`src/hw/rtl/sha1sh_pkg.sv`:
```
// ----------------------------------------------------------------------------
// sha1sh_pkg
// Shared types and constants of the streaming SHA-1 hash unit: chaining value
// start words, round constants, controller commands and datapath status.
// ----------------------------------------------------------------------------
package sha1sh_pkg;

  localparam int WORD_BYTES      = 4;
  localparam int BLOCK_BYTES     = 64;
  localparam int BLOCK_WORDS     = 16;
  localparam int LEN_POS         = 56;
  localparam int ROUNDS          = 80;
  localparam int ROUNDS_PER_STEP = 20;
  localparam int DIGEST_WORDS    = 5;

  localparam logic [7:0] PAD_BYTE = 8'h80;

  // entry 0 is the first chaining word
  localparam logic [4:0][31:0] INIT_CV = {
    32'hc3d2e1f0, 32'h10325476, 32'h98badcfe, 32'hefcdab89, 32'h67452301
  };

  localparam logic [3:0][31:0] ROUND_K = {
    32'hca62c1d6, 32'h8f1bbcdc, 32'h6ed9eba1, 32'h5a827999
  };

  // round function selection, one per group of twenty rounds
  typedef enum logic [1:0] {
    PH_CH,
    PH_PAR1,
    PH_MAJ,
    PH_PAR2
  } phase_t;

  typedef struct packed {
    logic   ins_new;   // pack the accepted word into the block store
    logic   ins_pend;  // pack the held remainder of a straddling word
    logic   pad;       // write end marker, zero fill and length if it fits
    logic   len_only;  // write a block of zeros and the length
    logic   start;     // load the working words from the chaining value
    logic   round;     // run one compression round
    phase_t phase;
    logic   sched;     // expand the schedule instead of reading it
    logic   fold;      // add the working words into the chaining value
    logic   reinit;    // restart chaining value and counters
    logic   emit;      // hand the digest to the output stage
  } cmd_t;

  typedef struct packed {
    logic full;       // the current insertion completes the block
    logic pend_left;  // bytes remain after the current insertion
    logic pad_fits;   // the length still fits in the current block
  } status_t;

endpackage

```
`src/hw/rtl/sha1_stream_hash_unit.sv`:
```
// ----------------------------------------------------------------------------
// sha1_stream_hash_unit
// Streaming SHA-1 hash: big-endian message words in, five digest words out.
// A word that does not complete a block is packed into the block store; one
// that completes a block also starts 80 rounds, one per cycle, and a fold,
// then packs any bytes that spill into the next block. Closing a message
// adds a pad write, 80 rounds and a fold, and when the length does not fit
// a length block, 80 more rounds and a second fold; the closing fold waits
// while an earlier digest is still leaving. The digest then leaves as five
// beats while the next message is taken. Reset restores the start chaining
// value and clears the counts.
// ----------------------------------------------------------------------------
module sha1_stream_hash_unit (
  input  logic         clk,
  input  logic         rst,
  input  logic         s_tvalid,
  output logic         s_tready,
  input  logic [39:0]  s_tdata,   // [31:0] data_word, [34:32] valid_bytes, [39:35] zero
  input  logic         s_tlast,   // end_of_message
  output logic         m_tvalid,
  input  logic         m_tready,
  output logic [31:0]  m_tdata,   // [31:0] digest_word
  output logic [2:0]   m_tuser,   // [2:0] word_index
  output logic         m_tlast    // last_word
);

  sha1sh_pkg::cmd_t    cmd;
  sha1sh_pkg::status_t st;
  logic [4:0][31:0]    digest;
  logic                out_busy;

  sha1sh_ctrl u_ctrl (
    .clk      (clk),
    .rst      (rst),
    .in_valid (s_tvalid),
    .in_last  (s_tlast),
    .in_ready (s_tready),
    .st       (st),
    .out_busy (out_busy),
    .cmd      (cmd)
  );

  sha1sh_dpath u_dpath (
    .clk         (clk),
    .rst         (rst),
    .data_word   (s_tdata[31:0]),
    .valid_bytes (s_tdata[34:32]),
    .cmd         (cmd),
    .st          (st),
    .digest      (digest)
  );

  sha1sh_out u_out (
    .clk    (clk),
    .rst    (rst),
    .load   (cmd.emit),
    .digest (digest),
    .tvalid (m_tvalid),
    .tready (m_tready),
    .tdata  (m_tdata),
    .tuser  (m_tuser),
    .tlast  (m_tlast),
    .busy   (out_busy)
  );

endmodule

```
`src/hw/rtl/sha1sh_dpath.sv`:
```
// ----------------------------------------------------------------------------
// sha1sh_dpath
// Datapath: byte packing into the block store, padding and length, the
// schedule shift line, one SHA-1 round per cycle and the chaining value.
// ----------------------------------------------------------------------------
module sha1sh_dpath (
  input  logic                  clk,
  input  logic                  rst,
  input  logic [31:0]           data_word,
  input  logic [2:0]            valid_bytes,
  input  sha1sh_pkg::cmd_t      cmd,
  output sha1sh_pkg::status_t   st,
  output logic [4:0][31:0]      digest
);

  logic [31:0]       blk [16];
  logic [5:0]        fill;
  logic [60:0]       msg_len;
  logic [31:0]       pend_word;
  logic [2:0]        pend_cnt;
  logic [4:0][31:0]  cv;
  logic [4:0][31:0]  wk;

  logic [2:0]        n_in;
  logic [31:0]       src_word;
  logic [2:0]        src_cnt;
  logic [6:0]        fill_sum;
  logic [6:0]        room;
  logic [2:0]        take;
  logic [2:0]        left;
  logic              ins;
  logic [63:0]       bit_len;
  logic [63:0]       wr_en;
  logic [63:0][7:0]  wr_byte;
  logic [31:0]       wt;
  logic [31:0]       f_val;
  logic [31:0]       tmp;

  // clamp the byte count and pick the word to pack
  assign n_in     = (valid_bytes > 3'(sha1sh_pkg::WORD_BYTES)) ?
                    3'(sha1sh_pkg::WORD_BYTES) : valid_bytes;
  assign src_word = cmd.ins_pend ? pend_word : data_word;
  assign src_cnt  = cmd.ins_pend ? pend_cnt : n_in;
  assign ins      = cmd.ins_new | cmd.ins_pend;

  // split the word where it runs past the end of the block
  assign fill_sum = {1'b0, fill} + {4'b0000, src_cnt};
  assign room     = 7'(sha1sh_pkg::BLOCK_BYTES) - {1'b0, fill};
  assign take     = fill_sum[6] ? room[2:0] : src_cnt;
  assign left     = src_cnt - take;
  assign bit_len  = {msg_len, 3'b000};

  assign st.full      = fill_sum[6];
  assign st.pend_left = (left != 3'd0);
  assign st.pad_fits  = (fill < 6'(sha1sh_pkg::LEN_POS));

  // per-byte write enables and values of the block store
  always_comb begin : byte_writes
    logic [5:0] p6;
    logic [5:0] off;
    wr_en   = '0;
    wr_byte = '0;
    for (int p = 0; p < sha1sh_pkg::BLOCK_BYTES; p++) begin
      p6  = 6'(p);
      off = p6 - fill;
      if (ins && (p6 >= fill) && (off < {3'b000, take})) begin
        wr_en[p]   = 1'b1;
        wr_byte[p] = 8'(src_word >> (5'd24 - {off[1:0], 3'b000}));
      end
      if (cmd.pad) begin
        if (p6 == fill) begin
          wr_en[p]   = 1'b1;
          wr_byte[p] = sha1sh_pkg::PAD_BYTE;
        end else if (p6 > fill) begin
          wr_en[p]   = 1'b1;
          wr_byte[p] = 8'h00;
        end
        if (st.pad_fits && (p >= sha1sh_pkg::LEN_POS)) begin
          wr_en[p]   = 1'b1;
          wr_byte[p] = 8'(bit_len >> (8 * (sha1sh_pkg::BLOCK_BYTES - 1 - p)));
        end
      end
      if (cmd.len_only) begin
        wr_en[p] = 1'b1;
        if (p >= sha1sh_pkg::LEN_POS) begin
          wr_byte[p] = 8'(bit_len >> (8 * (sha1sh_pkg::BLOCK_BYTES - 1 - p)));
        end
      end
    end
  end

  // schedule word and round function
  assign wt = cmd.sched ?
              {(blk[13] ^ blk[8] ^ blk[2] ^ blk[0]) << 1} |
              {31'd0, (blk[13][31] ^ blk[8][31] ^ blk[2][31] ^ blk[0][31])} :
              blk[0];

  always_comb begin
    case (cmd.phase)
      sha1sh_pkg::PH_CH:   f_val = (wk[1] & wk[2]) | (~wk[1] & wk[3]);
      sha1sh_pkg::PH_MAJ:  f_val = (wk[1] & wk[2]) | (wk[1] & wk[3]) | (wk[2] & wk[3]);
      default:             f_val = wk[1] ^ wk[2] ^ wk[3];
    endcase
  end

  assign tmp = {wk[0][26:0], wk[0][31:27]} + f_val + wk[4] + wt +
               sha1sh_pkg::ROUND_K[cmd.phase];

  // chaining value plus working words
  always_comb begin
    for (int i = 0; i < sha1sh_pkg::DIGEST_WORDS; i++) begin
      digest[i] = cv[i] + wk[i];
    end
  end

  // control state: fill position, message length, chaining value
  always_ff @(posedge clk) begin
    if (rst) begin
      fill    <= '0;
      msg_len <= '0;
      cv      <= sha1sh_pkg::INIT_CV;
    end else begin
      if (ins) begin
        fill <= fill_sum[6] ? 6'd0 : fill_sum[5:0];
      end
      if (cmd.ins_new) begin
        msg_len <= msg_len + {58'd0, n_in};
      end
      if (cmd.fold) begin
        cv <= digest;
      end
      if (cmd.reinit) begin
        fill    <= '0;
        msg_len <= '0;
        cv      <= sha1sh_pkg::INIT_CV;
      end
    end
  end

  // payload: block store, straddle remainder, working words
  always_ff @(posedge clk) begin
    if (ins) begin
      pend_word <= src_word << {take, 3'b000};
      pend_cnt  <= left;
    end
    if (cmd.round) begin
      for (int i = 0; i < sha1sh_pkg::BLOCK_WORDS - 1; i++) begin
        blk[i] <= blk[i + 1];
      end
      blk[sha1sh_pkg::BLOCK_WORDS - 1] <= wt;
    end else begin
      for (int j = 0; j < sha1sh_pkg::BLOCK_WORDS; j++) begin
        for (int b = 0; b < sha1sh_pkg::WORD_BYTES; b++) begin
          if (wr_en[4 * j + b]) begin
            blk[j][8 * (3 - b) +: 8] <= wr_byte[4 * j + b];
          end
        end
      end
    end
    if (cmd.start) begin
      wk <= cv;
    end else if (cmd.round) begin
      wk[4] <= wk[3];
      wk[3] <= wk[2];
      wk[2] <= {wk[1][1:0], wk[1][31:2]};
      wk[1] <= wk[0];
      wk[0] <= tmp;
    end
  end

endmodule

```
`src/hw/rtl/sha1sh_ctrl.sv`:
```
// ----------------------------------------------------------------------------
// sha1sh_ctrl
// Controller: takes input beats, sequences insertion, padding, the 80 rounds
// and the fold, and hands the final digest to the output stage.
// ----------------------------------------------------------------------------
module sha1sh_ctrl (
  input  logic                 clk,
  input  logic                 rst,
  input  logic                 in_valid,
  input  logic                 in_last,
  output logic                 in_ready,
  input  sha1sh_pkg::status_t  st,
  input  logic                 out_busy,
  output sha1sh_pkg::cmd_t     cmd
);

  typedef enum logic [2:0] {
    S_IDLE,
    S_ROUND,
    S_FOLD,
    S_INS,
    S_PAD,
    S_LEN
  } state_t;

  state_t     state, state_next;
  state_t     after, after_next;
  logic [6:0] rnd, rnd_next;
  logic       eom, eom_next;
  logic       fin, fin_next;

  // next state and commands
  always_comb begin
    state_next = state;
    after_next = after;
    rnd_next   = rnd;
    eom_next   = eom;
    fin_next   = fin;
    in_ready   = 1'b0;
    cmd        = '0;
    case (state)
      S_IDLE: begin
        in_ready = 1'b1;
        if (in_valid) begin
          cmd.ins_new = 1'b1;
          eom_next    = in_last;
          if (st.full) begin
            cmd.start  = 1'b1;
            rnd_next   = '0;
            fin_next   = 1'b0;
            state_next = S_ROUND;
            if (st.pend_left) begin
              after_next = S_INS;
            end else if (in_last) begin
              after_next = S_PAD;
            end else begin
              after_next = S_IDLE;
            end
          end else if (in_last) begin
            state_next = S_PAD;
          end
        end
      end
      S_ROUND: begin
        cmd.round = 1'b1;
        cmd.sched = (rnd >= 7'(sha1sh_pkg::BLOCK_WORDS));
        if (rnd < 7'(sha1sh_pkg::ROUNDS_PER_STEP)) begin
          cmd.phase = sha1sh_pkg::PH_CH;
        end else if (rnd < 7'(2 * sha1sh_pkg::ROUNDS_PER_STEP)) begin
          cmd.phase = sha1sh_pkg::PH_PAR1;
        end else if (rnd < 7'(3 * sha1sh_pkg::ROUNDS_PER_STEP)) begin
          cmd.phase = sha1sh_pkg::PH_MAJ;
        end else begin
          cmd.phase = sha1sh_pkg::PH_PAR2;
        end
        rnd_next = rnd + 7'd1;
        if (rnd == 7'(sha1sh_pkg::ROUNDS - 1)) begin
          state_next = S_FOLD;
        end
      end
      S_FOLD: begin
        if (fin) begin
          // hold until the output stage has drained the previous digest
          if (!out_busy) begin
            cmd.fold   = 1'b1;
            cmd.reinit = 1'b1;
            cmd.emit   = 1'b1;
            state_next = S_IDLE;
          end
        end else begin
          cmd.fold   = 1'b1;
          state_next = after;
        end
      end
      S_INS: begin
        cmd.ins_pend = 1'b1;
        state_next   = eom ? S_PAD : S_IDLE;
      end
      S_PAD: begin
        cmd.pad    = 1'b1;
        cmd.start  = 1'b1;
        rnd_next   = '0;
        state_next = S_ROUND;
        if (st.pad_fits) begin
          fin_next = 1'b1;
        end else begin
          fin_next   = 1'b0;
          after_next = S_LEN;
        end
      end
      S_LEN: begin
        cmd.len_only = 1'b1;
        cmd.start    = 1'b1;
        rnd_next     = '0;
        fin_next     = 1'b1;
        state_next   = S_ROUND;
      end
      default: begin
        state_next = S_IDLE;
      end
    endcase
  end

  // state registers
  always_ff @(posedge clk) begin
    if (rst) begin
      state <= S_IDLE;
      after <= S_IDLE;
      rnd   <= '0;
      eom   <= 1'b0;
      fin   <= 1'b0;
    end else begin
      state <= state_next;
      after <= after_next;
      rnd   <= rnd_next;
      eom   <= eom_next;
      fin   <= fin_next;
    end
  end

`ifndef SYNTHESIS
  a_full_starts_rounds: assert property (@(posedge clk) disable iff (rst)
    (state == S_IDLE && in_valid && st.full) |=> (state == S_ROUND && rnd == 7'd0))
    else $error("block fill did not start compression");

  a_remainder_fits: assert property (@(posedge clk) disable iff (rst)
    cmd.ins_pend |-> !st.full)
    else $error("straddle remainder filled a whole block");

  a_last_round_folds: assert property (@(posedge clk) disable iff (rst)
    (state == S_ROUND && rnd == 7'(sha1sh_pkg::ROUNDS - 1)) |=> (state == S_FOLD))
    else $error("round count overran");
`endif

endmodule

```
`src/hw/rtl/sha1sh_out.sv`:
```
// ----------------------------------------------------------------------------
// sha1sh_out
// Output stage: holds the five digest words and sends them one beat at a
// time, first word first, with the word position and an end marker.
// ----------------------------------------------------------------------------
module sha1sh_out (
  input  logic              clk,
  input  logic              rst,
  input  logic              load,
  input  logic [4:0][31:0]  digest,
  output logic              tvalid,
  input  logic              tready,
  output logic [31:0]       tdata,
  output logic [2:0]        tuser,
  output logic              tlast,
  output logic              busy
);

  logic [4:0][31:0] q;
  logic [2:0]       idx;

  assign tvalid = busy;
  assign tdata  = q[0];
  assign tuser  = idx;
  assign tlast  = (idx == 3'(sha1sh_pkg::DIGEST_WORDS - 1));

  // load the digest, then advance one word per beat
  always_ff @(posedge clk) begin
    if (rst) begin
      busy <= 1'b0;
      idx  <= '0;
    end else if (load) begin
      busy <= 1'b1;
      idx  <= '0;
    end else if (busy && tready) begin
      idx <= idx + 3'd1;
      if (tlast) begin
        busy <= 1'b0;
      end
    end
  end

  always_ff @(posedge clk) begin
    if (load) begin
      q <= digest;
    end else if (busy && tready) begin
      q <= {32'd0, q[4:1]};
    end
  end

`ifndef SYNTHESIS
  a_no_overwrite: assert property (@(posedge clk) disable iff (rst)
    load |-> !busy)
    else $error("digest loaded while previous digest still pending");
`endif

endmodule
```
`config.mk`:
```
export PLATFORM = sky130hd
export DESIGN_NAME = sha1_stream_hash_unit
export DESIGN_NICKNAME = d
export VERILOG_FILES = /design/src/hw/rtl/sha1sh_pkg.sv /design/src/hw/rtl/sha1_stream_hash_unit.sv /design/src/hw/rtl/sha1sh_dpath.sv /design/src/hw/rtl/sha1sh_ctrl.sv /design/src/hw/rtl/sha1sh_out.sv
export SDC_FILE = /design/constraint.sdc
export NUM_CORES = 2
export LEC_CHECK = 0
export ABC_AREA = 1
export BUFFER_PORTS_ARGS = -buffer_cell sky130_fd_sc_hd__buf_2
export CAP_MARGIN = 40
export CELL_PAD_IN_SITES_DETAIL_PLACEMENT = 1
export CELL_PAD_IN_SITES_GLOBAL_PLACEMENT = 1
export CORE_AREA = 10 10 414 416
export CTS_BUF_LIST = sky130_fd_sc_hd__clkbuf_8
export CTS_CLUSTER_DIAMETER = 80
export DETAILED_ROUTE_END_ITERATION = 7
export DIE_AREA = 0 0 424 426
export MAX_ROUTING_LAYER = met4
export PLACE_DENSITY = 0.8
export SETUP_SLACK_MARGIN = 0.1
export SYNTH_ARGS = -nofsm -noshare
export SYNTH_HDL_FRONTEND = slang
export SYNTH_HIERARCHICAL = 1
export SYNTH_SLANG_ARGS = --single-unit
export TNS_END_PERCENT = 50
```
`constraint.sdc`:
```
create_clock -name clk -period 6.8 [get_ports clk]
set_input_delay 0.34 -clock clk [delete_from_list [all_inputs] [get_ports clk]]
set_output_delay 0.34 -clock clk [all_outputs]
set_load 0.05 [all_outputs]
```
==> out/qor.txt <==
GPL Wtd Cong: 1.06
Max Slew Vio Count: 0
H-tree levels: 4
Sink Count: 1,113
Setup TNS: 0 ns
Worst Setup End Kind: flip-flop
Status: finished clean
CP Cell Sequence: inv_2 > nor3_4 > nand2_1 > a31oi_1 > inv_1 > ha_1 > clkinv_1 > buf_4 > o221ai_1 > fa_1 > inv_1 > fa_1 > inv_1 > ha_1 > a21oi_1 > a21boi_0 > nor2_1 > nor2_1 > nand3_1 > xor2_1 > nand2_1 > nand2_1
DIE HEIGHT: 426 um
Via density: 5.82
Share of layout cells above drive strength 1: 6.91%
Post-Syn Nets: 9,965
Leading area contributor after synthesis: edfxtp_1
Synth top area share: 35.7%
RSZ-0062 raised after global routing: false
Worst-Margin Slew: 1.04 ns
Slowest CP cell: fa_1
Detailed placement HPWL: 259 mm
Tot GR Track Use: 36.7%
Crit path max-delay family: adder cells
Initial DRC Count: 6,023
Max-cap viol count: 0
Critical Path AT: 7.21 ns
WL per Instance: 27.6 um
Core area: 163,000 sq um
Clk_lat worst skew: 1.02 ns
Startpoint types: flip-flop
Setup CP Type: flip-flop to flip-flop
Worst setup startpoint: u_ctrl/state[0]$_SDFFE_PP0P_
Drc violations: 0
HP Start: s_tdata[18]
Top post-synthesis cells by area: edfxtp_1 (36%), nand2_1 (15%), dfxtp_1 (6.8%)
Die X: 424 um
First-pass iteration count of the detailed router: 5
Delay of the slowest critical-path stage: 0.64 ns
Dpl cells: 11,600
Nets: 10,100
Synth cell types: 59
Final Skew: 0.0585 ns
Period utilisation layout: 94.8%
Area Growth Syn to Fin: 9.84%
Post-Syn Area: 72,900 sq um
Post-cts sizing count: 0
TritonCTS buffer count: 200
Fin. Hold Viols: 0
Reg clk slew, reported paths: 0.07 ns
Pin count of the biggest net entering global routing: 209
Min-delay worst type: primary input to flip-flop
FF-to-FF Start: u_ctrl/state[0]$_SDFFE_PP0P_
CTS tree: built
Ports: 83
Non-Filler Instances: 12,000
Routed Antenna Nets: 0
Cell count after synthesis: 9,563
Initial antenna violation count: 11
Routed wire length: 331 mm
Yosys warning count: 6
Setup violations, final: 0
Grt ovf: 0
WP buf/inv: 6
Highest attainable clock frequency: 0.155 GHz
Final core occ: 49.2%
Seq cells post-synth: 1,113
Sequential fraction of the synthesis area: 42.5%
Clk buf depth: 3
Number of global-route vias before repair: 71,700
CTS root buffer: clkbuf_8
Syn_area_per_cell: 7.62 sq um
Total Die Area: 181,000 sq um
CP Data Required Time: 7.57 ns
Maximum fanout along the worst path: 30
Port Buffer Count: 77
Vias: 69,800
Post-layout min period: 6.44 ns
First-pass GRT wire length: 479 mm
Row Count: 148
Rel. slew slack: 30.6%
Initial Utilization: 44.8%
[worst paths after layout]
path	end	slack, ns	cells after the start
hold / removal	u_dpath/pend_word[18]$_SDFFCE_PP0N_	0.08	5
setup reg to reg	u_dpath/wk[21]$_DFFE_PP_	0.36	22
setup / recovery	u_dpath/wk[21]$_DFFE_PP_	0.36	22
hold reg to reg	u_ctrl/after[0]$_SDFFE_PP0P_	0.47	2
[Yosys cell counts (all sizes together)]
library cell     n
a31oi           18
clkinv          15
o2111ai          1
a32oi            3
o21ai          880
or3              1
a22oi            4
a211oi          12
dfxtp          246
nor2           802
xor2           127
xnor2          114
o211ai          16
nand4           87
o21bai          45
nor3           159
edfxtp         867
nand3          557
nor3b            9
nand3b          24
o221ai          26
ha             230
a21o            15
o31ai           45
nand2         2952
buf            136
o22ai           12
inv           1087
o311a            1
and2            33
o21a            15
or2             67
and3             8
fa             127
mux2i            2
clkbuf         231
a21oi          552
nand2b           4
a21boi          12
nor4            21
[cell families after synthesis]
| group | count (synthesis) | synth area share (%) |
|---|---|---|
| AND/OR/NAND/NOR | 4724 | 26.9 |
| flip-flops | 1113 | 42.5 |
| XOR/XNOR | 241 | 2.90 |
| adder cells (fa/ha/maj) | 357 | 7.44 |
| AO/OA/AOI/OAI | 1657 | 12.2 |
| multiplexers | 2 | 0.0275 |
| buffers and inverters | 1469 | 8.03 |
[metal layers]
layer | share of wire, % | global-route usage [%] | up-vias | wire (um)
met1 | 37 | 40.2 | 34500 | 124000
li1 | - | - | 31600 | -
met3 | 5.7 | 5.08 | 969 | 18800
met4 | 9.7 | 29.3 | 0 | 32100
met2 | 47 | 59.8 | 2639 | 157000
met5 | 0 | - | - | 0
[per-stage QoR]
step / setup WS (ns) / cell area [sq um] / hold slack (ns)
CTS: 0.449 / 79900 / 0.000568
global placement: 0.513 / 75300 / 0.452
detailed placement: 0.494 / 75600 / 0.460
global route: 0.214 / 80000 / 0.0885
floorplan: 1.10 / 72900 / 0.409
finish: 0.356 / 80100 / 0.0769
[worst reg2reg max path, stage by stage (launching register included)]
cell and delay (ns):
dfxtp_1 0.49, inv_2 0.14, nor3_4 0.34, nand2_1 0.10
a31oi_1 0.37, inv_1 0.18, ha_1 0.36, clkinv_1 0.12
buf_4 0.41, o221ai_1 0.34, fa_1 0.64, inv_1 0.10
fa_1 0.51, inv_1 0.06, ha_1 0.40, a21oi_1 0.35
a21boi_0 0.43, nor2_1 0.08, nor2_1 0.19, nand3_1 0.20
xor2_1 0.20, nand2_1 0.13, nand2_1 0.07
[layout make-up]
type	count	area, sq um
repair buffers	255	2050
clock inverters	134	930
flip-flops and latches	1113	31000
diodes	10	25.0
fillers	20300	82500
well taps	2175	2720
clock buffers	222	3060
inverters	1102	4160
multi-input cells	6981	36200
[layout by cell type, fill, tap and decap left out, drive strengths merged, types with 9 or more instances in the layout]
master	Yosys	layout
buf	136	216
edfxtp	867	867
xor2	127	127
fa	127	127
inv	1087	1161
nand4	87	87
diode	0	10
o22ai	12	12
clkinv	15	60
o21a	15	15
bufinv	0	10
o31ai	45	45
o221ai	26	26
xnor2	114	114
a21o	15	15
nor3b	9	9
nor4	21	21
nand3	557	557
dfxtp	246	246
a21oi	552	552
nand2	2952	2952
nor2	802	802
clkbuf	231	222
o211ai	16	16
o21bai	45	45
a31oi	18	18
dlygate4sd3	0	38
a211oi	12	12
o21ai	880	880
and2	33	33
ha	230	230
a21boi	12	12
nor3	159	159
or2	67	67
nand3b	24	24
[what timing repair did]
| item | CTS | global route |
|---|---|---|
| setup buffers | 0 | 3 |
| hold buffers | 38 | 0 |
| hold endpoints to repair | 48 | 0 |
| setup endpoints to repair | 0 | 2 |
[sequential cells by signal (all words and copies together) (netlist names)]
register	flops
u_dpath/pend_word	32
u_dpath/fill	6
u_dpath/msg_len	61
u_out/busy	1
u_out/tdata	32
u_dpath/cv	160
u_ctrl/eom	1
u_dpath/wk	160
u_dpath/pend_cnt	3
u_ctrl/after	3
u_ctrl/state	3
u_out/q	128
u_ctrl/rnd	7
u_dpath/blk	512
u_out/tuser	3
u_ctrl/fin	1
Power is not shown: default switching activity piles up to over one toggle a cycle in this logic, so the estimate is an artifact.
